File: config.mk
export PLATFORM = sky130hd
export DESIGN_NAME = http_request_validator
export DESIGN_NICKNAME = d
export VERILOG_FILES = /design/src/rtl/hrv_pkg.sv /design/src/rtl/http_request_validator.sv
export SDC_FILE = /design/constraint.sdc
export NUM_CORES = 1
export LEC_CHECK = 0
export ABC_AREA = 1
export ABC_CLOCK_PERIOD_IN_PS = 9400
export BUFFER_PORTS_ARGS = -buffer_cell sky130_fd_sc_hd__buf_4
export CAP_MARGIN = 40
export CELL_PAD_IN_SITES_DETAIL_PLACEMENT = 1
export CELL_PAD_IN_SITES_GLOBAL_PLACEMENT = 2
export CORE_MARGIN = 2
export CORE_UTILIZATION = 36
export CTS_CLUSTER_SIZE = 14
export DETAILED_ROUTE_END_ITERATION = 8
export GPL_TIMING_DRIVEN = 1
export PLACE_DENSITY = 0.87
export SLEW_MARGIN = 20
export SYNTH_ARGS = -nofsm -noshare
export SYNTH_HDL_FRONTEND = slang
export SYNTH_SLANG_ARGS = --single-unit
File: constraint.sdc
create_clock -name i_clk -period 9.4 [get_ports i_clk]
set_input_delay 0.47 -clock i_clk [delete_from_list [all_inputs] [get_ports i_clk]]
set_output_delay 0.47 -clock i_clk [all_outputs]
set_load 0.1 [all_outputs]
File: src/rtl/hrv_pkg.sv
// Package for the HTTP request validator: phases, error codes, byte classes.
// Also status codes, register indices and name tables; no dependencies.
package hrv_pkg;

    typedef enum logic [2:0] {
        PH_METHOD  = 3'd0,
        PH_TARGET  = 3'd1,
        PH_VERSION = 3'd2,
        PH_NAME    = 3'd3,
        PH_VALUE   = 3'd4,
        PH_BODY    = 3'd5
    } t_phase;

    localparam logic [3:0] ERR_NONE      = 4'd0;
    localparam logic [3:0] ERR_TOO_LARGE = 4'd1;
    localparam logic [3:0] ERR_INCOMPL   = 4'd2;
    localparam logic [3:0] ERR_HDR_LARGE = 4'd3;
    localparam logic [3:0] ERR_REQ_LINE  = 4'd4;
    localparam logic [3:0] ERR_HDR_LINE  = 4'd5;
    localparam logic [3:0] ERR_NAME      = 4'd6;
    localparam logic [3:0] ERR_VALUE     = 4'd7;
    localparam logic [3:0] ERR_TE        = 4'd8;
    localparam logic [3:0] ERR_DUP_LEN   = 4'd9;
    localparam logic [3:0] ERR_BAD_LEN   = 4'd10;
    localparam logic [3:0] ERR_LEN_REQ   = 4'd11;
    localparam logic [3:0] ERR_BODY_INC  = 4'd12;
    localparam logic [3:0] ERR_TRAILING  = 4'd13;

    localparam logic [0:0] REG_MAX_HDR = 1'd0;
    localparam logic [0:0] REG_MAX_REQ = 1'd1;

    localparam logic [8:0] ST_OK        = 9'd200;
    localparam logic [8:0] ST_BAD       = 9'd400;
    localparam logic [8:0] ST_TOO_LARGE = 9'd413;
    localparam logic [8:0] ST_HDR_LARGE = 9'd431;

    localparam logic [7:0] CH_CR    = 8'h0d;
    localparam logic [7:0] CH_LF    = 8'h0a;
    localparam logic [7:0] CH_SP    = 8'h20;
    localparam logic [7:0] CH_HT    = 8'h09;
    localparam logic [7:0] CH_COLON = 8'h3a;
    localparam logic [7:0] CH_SLASH = 8'h2f;
    localparam logic [7:0] CH_DEL   = 8'h7f;

    localparam logic [7:0] TE_NAME [17] = '{
        8'h74, 8'h72, 8'h61, 8'h6e, 8'h73, 8'h66, 8'h65, 8'h72, 8'h2d,
        8'h65, 8'h6e, 8'h63, 8'h6f, 8'h64, 8'h69, 8'h6e, 8'h67};
    localparam logic [7:0] CL_NAME [14] = '{
        8'h63, 8'h6f, 8'h6e, 8'h74, 8'h65, 8'h6e, 8'h74, 8'h2d,
        8'h6c, 8'h65, 8'h6e, 8'h67, 8'h74, 8'h68};
    localparam logic [7:0] VER_TEXT [7] = '{
        8'h48, 8'h54, 8'h54, 8'h50, 8'h2f, 8'h31, 8'h2e};

    function automatic logic tok_ok(input logic [7:0] c);
        logic r;
        r = (c >= 8'h30 && c <= 8'h39) || (c >= 8'h61 && c <= 8'h7a) ||
            (c >= 8'h41 && c <= 8'h5a);
        unique case (c)
            8'h21, 8'h23, 8'h24, 8'h25, 8'h26, 8'h27, 8'h2a, 8'h2b, 8'h2d,
            8'h2e, 8'h5e, 8'h5f, 8'h60, 8'h7c, 8'h7e: r = 1'b1;
            default: ;
        endcase
        return r;
    endfunction

    function automatic logic ctl_byte(input logic [7:0] c);
        return (c < 8'h20 && c != CH_HT) || c == CH_DEL;
    endfunction

endpackage

File: src/rtl/http_request_validator.sv
// HTTP/1.x request validator top level.
// Depends on hrv_pkg.
//
// Usage: request bytes arrive on the input channel (i_valid/o_stall), one
// transfer per byte; i_last_byte marks the final byte of a request. Exactly one
// verdict is produced per request on the output channel (o_valid/i_stall),
// carrying accepted, status code, error kind, body length and header length.
// Throughput: one byte per cycle while o_stall is low. The per-byte state
// update is a single registered pass. The transfer of the last byte loads the
// decision stage, which moves into the output register once that is free;
// o_valid is driven by the output register.
// Stall: o_stall is high while a verdict waits in the decision stage and the
// output register is held by i_stall; every byte is stalled then, not only a
// last byte. With both stages free no byte is ever stalled.
// Reset: synchronous, active low; limits return to 8192 and 1048576 header/
// request bytes, parser state is cleared and the output is emptied.
// Configuration: i_cfg_we writes register i_cfg_index with i_cfg_data at once.
module http_request_validator
    import hrv_pkg::*;
#(
    parameter int COUNT_BITS = 32
) (
    input  logic        i_clk,
    input  logic        i_rst_n,
    input  logic        i_cfg_we,
    input  logic        i_cfg_index,
    input  logic [31:0] i_cfg_data,
    input  logic        i_valid,
    output logic        o_stall,
    input  logic [7:0]  i_data_byte,
    input  logic        i_last_byte,
    output logic        o_valid,
    input  logic        i_stall,
    output logic        o_accepted,
    output logic [8:0]  o_status_code,
    output logic [3:0]  o_error_kind,
    output logic [31:0] o_body_length,
    output logic [31:0] o_header_length
);

    localparam int CW = COUNT_BITS + 1;
    localparam logic [CW-1:0] LIMIT = {1'b1, {COUNT_BITS{1'b0}}};

    typedef struct packed {
        logic        bad;
        logic        ctrl;
        logic        colon0;
        logic        te;
        logic        cl;
    } t_flags;

    // limits
    logic [31:0] r_max_hdr, r_max_req;

    // parser state
    t_phase      r_phase, n_phase;
    logic [CW-1:0] r_cnt, n_cnt;
    logic [CW-1:0] r_hend, n_hend;
    logic        r_term, n_term;
    logic [1:0]  r_crlf, n_crlf;
    logic [3:0]  r_err, n_err;
    t_flags      r_lf, n_lf;
    logic [4:0]  r_nmp, n_nmp;
    logic [1:0]  r_cand, n_cand;
    logic [63:0] r_len, n_len;
    logic        r_lpres, n_lpres;
    logic [3:0]  r_fpos, n_fpos;

    // decision stage
    logic        r_d_valid;
    logic        r_d_cnt_lim, r_d_cnt_max, r_d_term, r_d_hdr_big, r_d_hend_max;
    logic [3:0]  r_d_err;
    logic        r_d_lpres, r_d_len_big, r_d_lt, r_d_gt;
    logic [31:0] r_d_len, r_d_hlen;

    // output stage
    logic        r_o_valid;
    logic        r_accepted;
    logic [8:0]  r_status;
    logic [3:0]  r_kind;
    logic [31:0] r_body, r_hlen;

    logic take;
    logic out_free;

    assign out_free = !r_o_valid || !i_stall;
    // a verdict in the decision stage will move only if output frees
    assign o_stall  = r_d_valid && !out_free;
    assign take     = i_valid && !o_stall;

    // byte processing
    logic [7:0]  c;
    logic        pending, is_lf_end;
    logic [2:0]  nxt;

    // feed: up to two feeds per byte (pending CR then c); written as a
    // function applied twice on the state vector
    typedef struct packed {
        t_phase      ph;
        t_flags      lf;
        logic [4:0]  nmp;
        logic [1:0]  cand;
        logic [63:0] len;
        logic [3:0]  fpos;
    } t_ps;

    function automatic t_ps feed(input t_ps s, input logic [7:0] ch, input logic lp);
        t_ps   o;
        logic [7:0] lc;
        logic [63:0] d, m10;
        o  = s;
        lc = (ch >= 8'h41 && ch <= 8'h5a) ? ch + 8'd32 : ch;
        d  = {60'd0, ch[3:0] - 4'd0};
        m10 = (s.len << 3) + (s.len << 1);
        unique case (s.ph)
            PH_METHOD: begin
                if (ch == CH_SP) begin
                    if (s.fpos == 4'd0) o.lf.bad = 1'b1;
                    o.ph = PH_TARGET;
                    o.fpos = 4'd0;
                end else begin
                    if (!tok_ok(ch) || (ch >= 8'h61 && ch <= 8'h7a)) o.lf.bad = 1'b1;
                    o.fpos = 4'd1;
                end
            end
            PH_TARGET: begin
                if (ch == CH_SP) begin
                    if (s.fpos == 4'd0) o.lf.bad = 1'b1;
                    o.ph = PH_VERSION;
                    o.fpos = 4'd0;
                end else begin
                    if ((s.fpos == 4'd0 && ch != CH_SLASH) || ctl_byte(ch)) o.lf.bad = 1'b1;
                    o.fpos = 4'd1;
                end
            end
            PH_VERSION: begin
                if (ch == CH_SP) o.lf.bad = 1'b1;
                else if (s.fpos < 4'd7) begin
                    if (ch != VER_TEXT[s.fpos[2:0]]) o.lf.bad = 1'b1;
                end else if (s.fpos == 4'd7) begin
                    if (ch != 8'h30 && ch != 8'h31) o.lf.bad = 1'b1;
                end else o.lf.bad = 1'b1;
                if (s.fpos < 4'd15) o.fpos = s.fpos + 4'd1;
            end
            PH_NAME: begin
                if (ch == CH_COLON) begin
                    if (s.nmp == 5'd0) o.lf.colon0 = 1'b1;
                    if (s.cand[0] && s.nmp == 5'd17) o.lf.te = 1'b1;
                    if (s.cand[1] && s.nmp == 5'd14) begin
                        o.lf.cl = 1'b1;
                        if (!lp) o.len = 64'd0;
                    end
                    o.ph = PH_VALUE;
                    o.fpos = 4'd0;
                end else begin
                    if (!tok_ok(ch)) o.lf.bad = 1'b1;
                    if (!(s.nmp < 5'd17 && lc == TE_NAME[s.nmp])) o.cand[0] = 1'b0;
                    if (!(s.nmp < 5'd14 && lc == CL_NAME[s.nmp[3:0]])) o.cand[1] = 1'b0;
                    if (s.nmp < 5'd31) o.nmp = s.nmp + 5'd1;
                end
            end
            PH_VALUE: begin
                if (ctl_byte(ch)) o.lf.ctrl = 1'b1;
                if (s.lf.cl && !lp) begin
                    if (ch == CH_SP || ch == CH_HT) begin
                        if (s.fpos == 4'd1) o.fpos = 4'd2;
                    end else if (ch >= 8'h30 && ch <= 8'h39) begin
                        if (s.fpos >= 4'd2) o.fpos = 4'd3;
                        // len * 10 + d would pass 2^64 - 1
                        else if (s.len > 64'h1999_9999_9999_9999 ||
                                 (s.len == 64'h1999_9999_9999_9999 && d > 64'd5))
                            o.fpos = 4'd3;
                        else begin
                            o.len = m10 + d;
                            o.fpos = 4'd1;
                        end
                    end else o.fpos = 4'd3;
                end
            end
            default: ;
        endcase
        return o;
    endfunction

    t_ps s0, s1, s2;

    always_comb begin
        c         = i_data_byte;
        pending   = (r_crlf == 2'd1 || r_crlf == 2'd3);
        is_lf_end = (c == CH_LF) && pending;
        if (c == CH_CR) nxt = (r_crlf == 2'd2) ? 3'd3 : 3'd1;
        else if (is_lf_end) nxt = {1'b0, r_crlf} + 3'd1;
        else nxt = 3'd0;

        s0 = '{ph: r_phase, lf: r_lf, nmp: r_nmp, cand: r_cand, len: r_len, fpos: r_fpos};
        s1 = pending ? feed(s0, CH_CR, r_lpres) : s0;
        s2 = (c != CH_CR) ? feed(s1, c, r_lpres) : s1;

        n_cnt   = (r_cnt < LIMIT) ? r_cnt + CW'(1) : r_cnt;
        n_phase = r_phase;
        n_hend  = r_hend;
        n_term  = r_term;
        n_crlf  = r_crlf;
        n_err   = r_err;
        n_lf    = r_lf;
        n_nmp   = r_nmp;
        n_cand  = r_cand;
        n_len   = r_len;
        n_lpres = r_lpres;
        n_fpos  = r_fpos;

        if (r_phase != PH_BODY) begin
            if (is_lf_end) begin
                if (nxt == 3'd4) begin
                    n_term  = 1'b1;
                    n_hend  = n_cnt;
                    n_phase = PH_BODY;
                    n_crlf  = 2'd0;
                end else begin
                    if (r_phase == PH_METHOD || r_phase == PH_TARGET ||
                        r_phase == PH_VERSION) begin
                        if ((r_lf.bad || r_phase != PH_VERSION || r_fpos != 4'd8) &&
                            r_err == ERR_NONE) n_err = ERR_REQ_LINE;
                    end else if (r_phase == PH_NAME) begin
                        if (r_err == ERR_NONE) n_err = ERR_HDR_LINE;
                    end else if (r_err == ERR_NONE) begin
                        if (r_lf.colon0) n_err = ERR_HDR_LINE;
                        else if (r_lf.bad) n_err = ERR_NAME;
                        else if (r_lf.ctrl) n_err = ERR_VALUE;
                        else if (r_lf.te) n_err = ERR_TE;
                        else if (r_lf.cl) begin
                            if (r_lpres) n_err = ERR_DUP_LEN;
                            else if (r_fpos == 4'd0 || r_fpos == 4'd3) n_err = ERR_BAD_LEN;
                            else n_lpres = 1'b1;
                        end
                    end else if (r_lf.cl && !r_lf.colon0 && !r_lf.bad && !r_lf.ctrl &&
                                 !r_lf.te && !r_lpres && r_fpos != 4'd0 && r_fpos != 4'd3)
                        n_lpres = 1'b1;
                    n_phase = PH_NAME;
                    n_lf    = '0;
                    n_fpos  = 4'd0;
                    n_nmp   = 5'd0;
                    n_cand  = 2'd3;
                    n_crlf  = nxt[1:0];
                end
            end else begin
                n_phase = s2.ph;
                n_lf    = s2.lf;
                n_nmp   = s2.nmp;
                n_cand  = s2.cand;
                n_len   = s2.len;
                n_fpos  = s2.fpos;
                n_crlf  = nxt[1:0];
            end
        end
    end

    // decision stage inputs from the updated state
    logic [64:0] maxr65, hend65, len65, exp65, cnt65;
    always_comb begin
        maxr65 = {33'd0, r_max_req};
        hend65 = 65'(n_hend);
        len65  = {1'b0, n_len};
        cnt65  = 65'(n_cnt);
        exp65  = hend65 + len65;
    end

    always_ff @(posedge i_clk) begin
        if (!i_rst_n) begin
            r_max_hdr <= 32'd8192;
            r_max_req <= 32'd1048576;
        end else if (i_cfg_we) begin
            unique case (i_cfg_index)
                REG_MAX_HDR: r_max_hdr <= i_cfg_data;
                REG_MAX_REQ: r_max_req <= i_cfg_data;
                default: ;
            endcase
        end
    end

    always_ff @(posedge i_clk) begin
        if (!i_rst_n || (take && i_last_byte)) begin
            r_phase <= PH_METHOD;
            r_cnt   <= '0;
            r_hend  <= '0;
            r_term  <= 1'b0;
            r_crlf  <= 2'd0;
            r_err   <= ERR_NONE;
            r_lf    <= '0;
            r_nmp   <= 5'd0;
            r_cand  <= 2'd3;
            r_len   <= 64'd0;
            r_lpres <= 1'b0;
            r_fpos  <= 4'd0;
        end else if (take) begin
            r_phase <= n_phase;
            r_cnt   <= n_cnt;
            r_hend  <= n_hend;
            r_term  <= n_term;
            r_crlf  <= n_crlf;
            r_err   <= n_err;
            r_lf    <= n_lf;
            r_nmp   <= n_nmp;
            r_cand  <= n_cand;
            r_len   <= n_len;
            r_lpres <= n_lpres;
            r_fpos  <= n_fpos;
        end
    end

    always_ff @(posedge i_clk) begin
        if (!i_rst_n) begin
            r_d_valid <= 1'b0;
        end else if (take && i_last_byte) begin
            r_d_valid <= 1'b1;
        end else if (out_free) begin
            r_d_valid <= 1'b0;
        end
    end

    always_ff @(posedge i_clk) begin
        if (take && i_last_byte) begin
            r_d_cnt_lim  <= n_cnt >= LIMIT;
            r_d_cnt_max  <= cnt65 > maxr65;
            r_d_term     <= n_term;
            r_d_hdr_big  <= hend65 > {33'd0, r_max_hdr};
            r_d_hend_max <= hend65 > maxr65;
            r_d_err      <= n_err;
            r_d_lpres    <= n_lpres;
            r_d_len_big  <= len65 > maxr65 || exp65 > maxr65;
            r_d_lt       <= cnt65 < exp65;
            r_d_gt       <= cnt65 > exp65;
            r_d_len      <= n_len[31:0];
            r_d_hlen     <= (hend65 > 65'h0_FFFF_FFFF) ? 32'hFFFF_FFFF : hend65[31:0];
        end
    end

    // r_d_lt/r_d_gt without length reduce to count vs header end
    logic [3:0] kind;
    logic       eq_no_len;
    assign eq_no_len = !r_d_lt && !r_d_gt;
    always_comb begin
        priority if (r_d_cnt_lim || r_d_cnt_max) kind = ERR_TOO_LARGE;
        else if (!r_d_term) kind = ERR_INCOMPL;
        else if (r_d_hdr_big) kind = ERR_HDR_LARGE;
        else if (r_d_hend_max) kind = ERR_TOO_LARGE;
        else if (r_d_err != ERR_NONE) kind = r_d_err;
        else if (!r_d_lpres) kind = eq_no_len ? ERR_NONE : ERR_LEN_REQ;
        else if (r_d_len_big) kind = ERR_TOO_LARGE;
        else if (r_d_lt) kind = ERR_BODY_INC;
        else if (r_d_gt) kind = ERR_TRAILING;
        else kind = ERR_NONE;
    end

    always_ff @(posedge i_clk) begin
        if (!i_rst_n) begin
            r_o_valid <= 1'b0;
        end else if (out_free) begin
            r_o_valid <= r_d_valid;
        end
    end

    always_ff @(posedge i_clk) begin
        if (out_free && r_d_valid) begin
            r_accepted <= kind == ERR_NONE;
            r_kind     <= kind;
            r_body     <= (kind == ERR_NONE) ? r_d_len : 32'd0;
            r_hlen     <= r_d_hlen;
            if (kind == ERR_NONE) r_status <= ST_OK;
            else if (kind == ERR_TOO_LARGE) r_status <= ST_TOO_LARGE;
            else if (kind == ERR_HDR_LARGE) r_status <= ST_HDR_LARGE;
            else r_status <= ST_BAD;
        end
    end

    assign o_valid         = r_o_valid;
    assign o_accepted      = r_accepted;
    assign o_status_code   = r_status;
    assign o_error_kind    = r_kind;
    assign o_body_length   = r_body;
    assign o_header_length = r_hlen;

endmodule

==> run_results.csv, run 1 <==
group,metric,value,unit
timing,rsz0062_at_grt,"no",
floorplan,die_h,308,microns
route,drtAntennaViolNets,0,
clock_tree,cts_tree,"done",
worst_hold_path,hold_path_class,"in -> reg",
logic_synthesis,ys.flop_type,"dfxtp_1",
clock_tree,postCtsSetupBuffers,0,
logic_synthesis,synth_area,33300,sq um
timing,tns,0,ps
logic_synthesis,syn-num-nets,5390,
worst_setup_path,rrSetupSlack,910,ps
global_routing,grt_pass1_vias,33844,
clock_tree,numCtsBuffers,49,
route,drc,0,
job,maxCapViolations,0,
logic_synthesis,yosys_warnings,0,
final_layout,multi_input_area,20500,sq um
final_layout,final_util,40.6,%
power_and_ir_drop,p_int,3.15,mW
timing,post-route-min-period,8490,ps
worst_setup_path,cp_common_cell,"nand2_1",
clock_tree,path_clk_slew,60,ps
timing,fin_ws,908,ps
run_status,status,"finished, final reports clean",
clock_tree,cts_resized,0,
route,drt-wirelength-per-cell,21.7,microns
clock_tree,insertion_delay,660,ps
worst_setup_path,path_class,"reg -> reg",
timing,finalCritPeriodShare,90.3,%
timing,slew_violations,0,
clock_tree,root_buffer,"clkbuf_16",
power_and_ir_drop,p_sw,1.62,mW
logic_synthesis,synth-seq-cells,375,
worst_setup_path,worstPathMaxFanout,38,
place,post-place-ws,849,ps
route,wl,136000,microns
global_routing,grt_max_degree,80,
final_layout,area_delta_synth_final,11.6,%
worst_setup_path,worst_setup_path_start_kind,"flip-flop",
timing,fin_skew,55.0,ps
timing,setup_viol,0,
timing,finalHoldViolations,0,
worst_setup_path,required,9770,ps
global_routing,grt.overflow.total,0,
final_layout,seq_area,9030,sq um
power_and_ir_drop,power,4.78,mW
power_and_ir_drop,powerDensity,128,nW/um^2
final_layout,drive_gt1_share,7.58,%
place,io_buffers,125,
final_layout,fin_cells,6282,
final_layout,fillers,11864,
global_routing,antenna_found_initial,4,
worst_setup_path,critical_path.max_stage_delay,670,ps
floorplan,rows,111,
route,num_vias,33716,
place,gp_congestion,0.951,
power_and_ir_drop,clkPwrFrac,38.8,%
route,via_per_inst,5.37,
clock_tree,holdBufCountCts,0,
floorplan,initial_core_util,36.4,%
floorplan,core-area,91700,sq um
logic_synthesis,synth_edf_count,152,
power_and_ir_drop,pwr-share-comb,22.9,%
worst_setup_path,arrival,8870,ps
final_layout,final_net_count,5479,
logic_synthesis,yosysSeqAreaShare,27.1,%
clock_tree,clock-sinks,375,
worst_setup_path,end_kind,"flip-flop",
clock_tree,htreeDepth,2,
floorplan,die-area,95000,sq um
logic_synthesis,synthArstFlopShare,0,%
timing,fmax,118,MHz
worst_setup_path,crit_slowest_cell,"dfxtp_1",
power_and_ir_drop,seq_power_share,38.3,%
logic_synthesis,syn-mean-instance-area,6.71,sq um
logic_synthesis,synth_cell_types,74,
power_and_ir_drop,ir_worst_vdd,117,uV
final_layout,mostFrequentLayoutCells,"nand2_1, inv_1, nor2_1",
global_routing,grt_usage,28.4,%
global_routing,grt_first_pass_wirelength,207000,microns
clock_tree,cts_max_path_buffers,3,
timing,slew_headroom,37.7,%
final_layout,final_common_cell,"nand2_1",
route,drtIter0Drc,2280,
place,dp_hpwl,109000,microns
floorplan,chipWidth,308,microns
floorplan,io_pins,127,
power_and_ir_drop,p_sw_share,34.0,%
power_and_ir_drop,cellLeakagePower,18.5,nW
logic_synthesis,netlist_instances,4965,
place,placed_cells,6184,
route,first_pass_iters,7,
timing,worst_slew_pin_slew,934,ps
[critical path: cells and delay by family, from the launching register on]
kind,cells,cell delay [ps]
adders and majority gates,3,910
xor gates and xnor gates,1,220
and+or+nand+nor,18,2450
AOI/OAI and AO/OA,13,2700
DFF,1,670
buffers and inverters,8,1220
[flip-flops by register name, summed over array words and instances, names as in the netlist, 5 cells and up]
signal and count:
r_max_hdr 32, o_status_code 6, r_cnt 33, r_d_len 32, r_max_req 32, r_len 64
r_hend 33, o_header_length 32, r_lf 5, r_d_hlen 32, r_nmp 5, o_body_length 32
[power groups by stage]
stage,registers [mW],clock network (mW),logic [mW]
3_5_place_dp,1.86,0,1.07
4_1_cts,1.83,1.90,1.08
5_1_grt,1.84,1.95,1.21
6_report,1.83,1.85,1.10
3_3_place_gp,1.86,0,1.05
2_1_floorplan,1.91,0,0.650
[per-layer routing]
| layer | GRT usage (%) | vias up | part of all wire, % |
|---|---|---|---|
| met2 | 47.9 | 726 | 46 |
| met3 | 3.60 | 191 | 4.7 |
| li1 | - | 16568 | - |
| met5 | 0 | - | 0.016 |
| met4 | 9.99 | 4 | 3.6 |
| met1 | 37.2 | 16227 | 45 |
[synth_stat cells, types with 6 or more instances]
library cell	count	share of area (%)
edfxtp_1	152	14
a21oi_1	396	5.9
a31oi_1	54	1.0
ha_1	375	14
inv_2	16	0.18
buf_1	8	0.090
nand3b_1	9	0.20
o21ai_0	300	4.5
nand2_4	6	0.20
xnor2_1	12	0.32
xor2_1	88	2.3
o31ai_1	7	0.16
a211oi_1	47	1.1
nor2_1	466	5.2
nand4_1	92	1.7
nor2_2	21	0.39
o211ai_1	46	1.0
nor2_4	14	0.47
nand2_1	1114	13
a21o_1	13	0.29
a21oi_2	10	0.26
nand3_1	242	3.6
o2111ai_1	8	0.21
clkbuf_1	96	1.1
buf_2	15	0.23
o221ai_1	8	0.21
or2_2	17	0.32
inv_1	848	9.5
nand3_2	11	0.33
a21boi_0	7	0.16
nand2_2	26	0.49
dfxtp_1	223	13
nor3_1	71	1.1
nor4_1	24	0.45
o21bai_1	11	0.25
a22oi_1	37	0.83
[final timing paths]
| path | startpoint | end | cells past startpoint |
|---|---|---|---|
| setup / recovery | r_phase[2]$_SDFFE_PP0P_ | r_d_gt$_DFFE_PP_ | 43 |
| hold / removal | i_cfg_data[13] | r_max_hdr[13]$_SDFFE_PN1P_ | 3 |
| setup reg to reg | r_phase[2]$_SDFFE_PP0P_ | r_d_gt$_DFFE_PP_ | 43 |
| hold reg to reg | r_d_hlen[21]$_SDFFCE_PN1P_ | o_header_length[21]$_DFFE_PP_ | 0 |
[final cells by class]
class                   instances  area share, %
multi-input cells            3587           55.1
flip-flops and latches        375           24.3
inverters                     871           8.80
well taps                    1186           3.99
clock buffers                  72           3.80
repair buffers                170           3.68
clock inverters                20          0.400
diodes                          1        0.00673
[cell families (layout without fill, tap and decap cells)]
kind of cell | Yosys count | in the layout | share of synthesized area (%)
compound gates | 976 | 976 | 16.7
xor+xnor | 101 | 101 | 2.68
fa+ha+maj | 378 | 378 | 14.3
buf+inv | 1003 | 1133 | 11.6
flops | 375 | 375 | 27.1
other cells | 1 | 2 | 0.0112
simple gates | 2131 | 2131 | 27.6
[stage by stage]
step	hold slack, ps	cell area (sq um)
after CTS	61.0	37100
after global placement	401	35500
after detailed placement	406	35600
after floorplan	400	33300
after global routing	87.4	37200
final	88.4	37200
(Power assumes the default switching activity.)
==> inputs of run 2 (changes only) <==
CORE_ASPECT_RATIO = 0.75   (was not set)
==> run 2 against run 1 <==
  * Routed wire length increased by 1.0%
  * Worst hold slack improved by 22 ps
  * Clock-buffer cell count decreased by 22
  * Largest cell class unchanged
  * Highest routed layer is now met4
==> run_results.csv, run 2 (synthesis results as in run 1) <==
group,metric,value,unit
run_status,status,"finished, final reports clean",
global_routing,grt_first_pass_wirelength,208000,microns
route,via_per_inst,5.42,
clock_tree,htreeDepth,2,
global_routing,grt_pass1_vias,33931,
place,dp_hpwl,111000,microns
worst_setup_path,crit_slowest_cell,"a22oi_1",
floorplan,io_pins,127,
final_layout,final_common_cell,"nand2_1",
clock_tree,clock-sinks,375,
floorplan,rows,96,
timing,post-route-min-period,8590,ps
timing,fin_skew,17.8,ps
final_layout,multi_input_area,20500,sq um
timing,fmax,116,MHz
final_layout,seq_area,9030,sq um
route,drt-wirelength-per-cell,21.8,microns
route,drc,0,
place,placed_cells,6242,
worst_setup_path,arrival,8930,ps
floorplan,die_h,268,microns
final_layout,final_net_count,5488,
route,drtAntennaViolNets,0,
floorplan,core-area,91600,sq um
worst_hold_path,holdPathEnd,"r_max_req[20]$_SDFFE_PN1P_",
timing,rsz0062_at_grt,"no",
worst_setup_path,ff2ff_path_depth,44,
final_layout,top_regs,"r_len: 64 flops, r_cnt: 33 flops, r_hend: 33 flops",
route,drtIter0Drc,2622,
worst_setup_path,crit-reg2reg-launch,"r_phase[0]$_SDFFE_PP0P_",
final_layout,fin_cells,6321,
power_and_ir_drop,ir_worst_vdd,126,uV
worst_hold_path,hold_path.startpoint,"i_cfg_data[20]",
global_routing,grt.overflow.total,0,
global_routing,grt_max_degree,88,
final_layout,diodes,0,
timing,whs,110,ps
worst_setup_path,reg2reg_to,"r_d_len_big$_DFFE_PP_",
timing,setup_viol,0,
clock_tree,numCtsBuffers,43,
timing,tns,0,ps
job,maxCapViolations,0,
place,gp_congestion,0.968,
floorplan,chipWidth,355,microns
worst_setup_path,critical_path.max_stage_delay,660,ps
worst_setup_path,required,9740,ps
worst_setup_path,rrSetupSlack,810,ps
floorplan,initial_core_util,36.4,%
floorplan,die-area,95100,sq um
final_layout,fillers,11869,
final_layout,mostFrequentLayoutCells,"nand2_1, inv_1, nor2_1",
route,wl,138000,microns
clock_tree,root_buffer,"clkbuf_16",
global_routing,grt_usage,28.6,%
clock_tree,cts_tree,"done",
final_layout,largest_register,"r_len",
clock_tree,cts_max_path_buffers,3,
timing,finalHoldViolations,0,
worst_hold_path,min_path_cells,3,
route,first_pass_iters,5,
clock_tree,path_clk_slew,70,ps
timing,slew_violations,0,
worst_setup_path,worstPathMaxFanout,39,
timing,worst_slew_pin_slew,1110,ps
timing,slew_headroom,25.8,%
worst_setup_path,path_class,"reg -> reg",
power_and_ir_drop,powerDensity,129,nW/um^2
clock_tree,insertion_delay,600,ps
power_and_ir_drop,cellLeakagePower,18.6,nW
route,num_vias,34268,
worst_setup_path,worst_setup_path_start_kind,"flip-flop",
worst_hold_path,hold_path_class,"in -> reg",
final_layout,area_delta_synth_final,12.0,%
place,io_buffers,125,
timing,finalCritPeriodShare,91.4,%
global_routing,antenna_found_initial,6,
worst_setup_path,end_kind,"flip-flop",
worst_setup_path,cp_common_cell,"nand2_1",
final_layout,largest_reg_flops,64,
final_layout,drive_gt1_share,7.81,%
==> run 2: power by group <==
part           internal (mW)  switching, mW
combinational          0.333          0.777
sequential              1.77         0.0594
clock                   1.10          0.775
total                   3.21           1.61
==> run 2: final cells by class <==
| class | count | share of cell area (%) |
|---|---|---|
| tap | 1225 | 4.11 |
| inverter | 871 | 8.77 |
| sequential | 375 | 24.2 |
| timing repair buffer | 185 | 4.02 |
| multi-input combinational | 3587 | 54.9 |
| clock inverter | 28 | 1.09 |
| clock buffer | 50 | 2.95 |
==> run 2: how the worst max path moves through the flow <==
stage | startpoint | to | slack (ps) | cells past startpoint
CTS | r_phase[0]$_SDFFE_PP0P_ | r_d_gt$_DFFE_PP_ | 750 | 43
detailed placement | r_phase[0]$_SDFFE_PP0P_ | r_d_gt$_DFFE_PP_ | 790 | 43
floorplan | r_crlf[1]$_SDFFE_PP0P_ | r_d_len_big$_DFFE_PP_ | 2140 | 53
finish | r_phase[0]$_SDFFE_PP0P_ | r_d_len_big$_DFFE_PP_ | 810 | 44
global placement | r_phase[2]$_SDFFE_PP0P_ | r_d_len_big$_DFFE_PP_ | 1050 | 42
global route | r_phase[0]$_SDFFE_PP0P_ | r_d_gt$_DFFE_PP_ | 80 | 43
==> run 2: critical path: cells and delay by family (launching register included) <==
family	cells	cell delay [ps]
buffers and inverters	9	1070
adders and majority gates	3	990
DFF	1	380
xor gates and xnor gates	1	260
and+or+nand+nor	21	2880
AOI/OAI and AO/OA	10	2720
==> run 2: metal layers <==
| metal | routed length, microns | vias up | GRT usage, % |
|---|---|---|---|
| met1 | 67300 | 16725 | 41.8 |
| met5 | 0 | - | 0 |
| met4 | 3170 | 0 | 6.50 |
| met2 | 58800 | 802 | 44.4 |
| met3 | 8310 | 150 | 3.75 |
| li1 | - | 16591 | - |
==> run 2: timing repair <==
action / in CTS / in global routing
setup buffers: 0 / 0
hold buffers: 0 / 0
resized for setup: 0 / 3
hold endpoints to repair: 0 / 0
endpoints found under the setup margin: 0 / 2
==> run 2: metrics by stage <==
| stage | worst slack (ps) | power (mW) | utilization (%) | instance area (sq um) |
|---|---|---|---|---|
| finish | 805 | 4.82 | 40.7 | 37300 |
| global route | 82.1 | 5.03 | 40.7 | 37300 |
| CTS | 747 | 4.83 | 40.7 | 37300 |
| detailed placement | 788 | 2.95 | 39.1 | 35800 |
| global placement | 1050 | 2.92 | 38.9 | 35600 |
| floorplan | 2140 | 2.56 | - | 33300 |
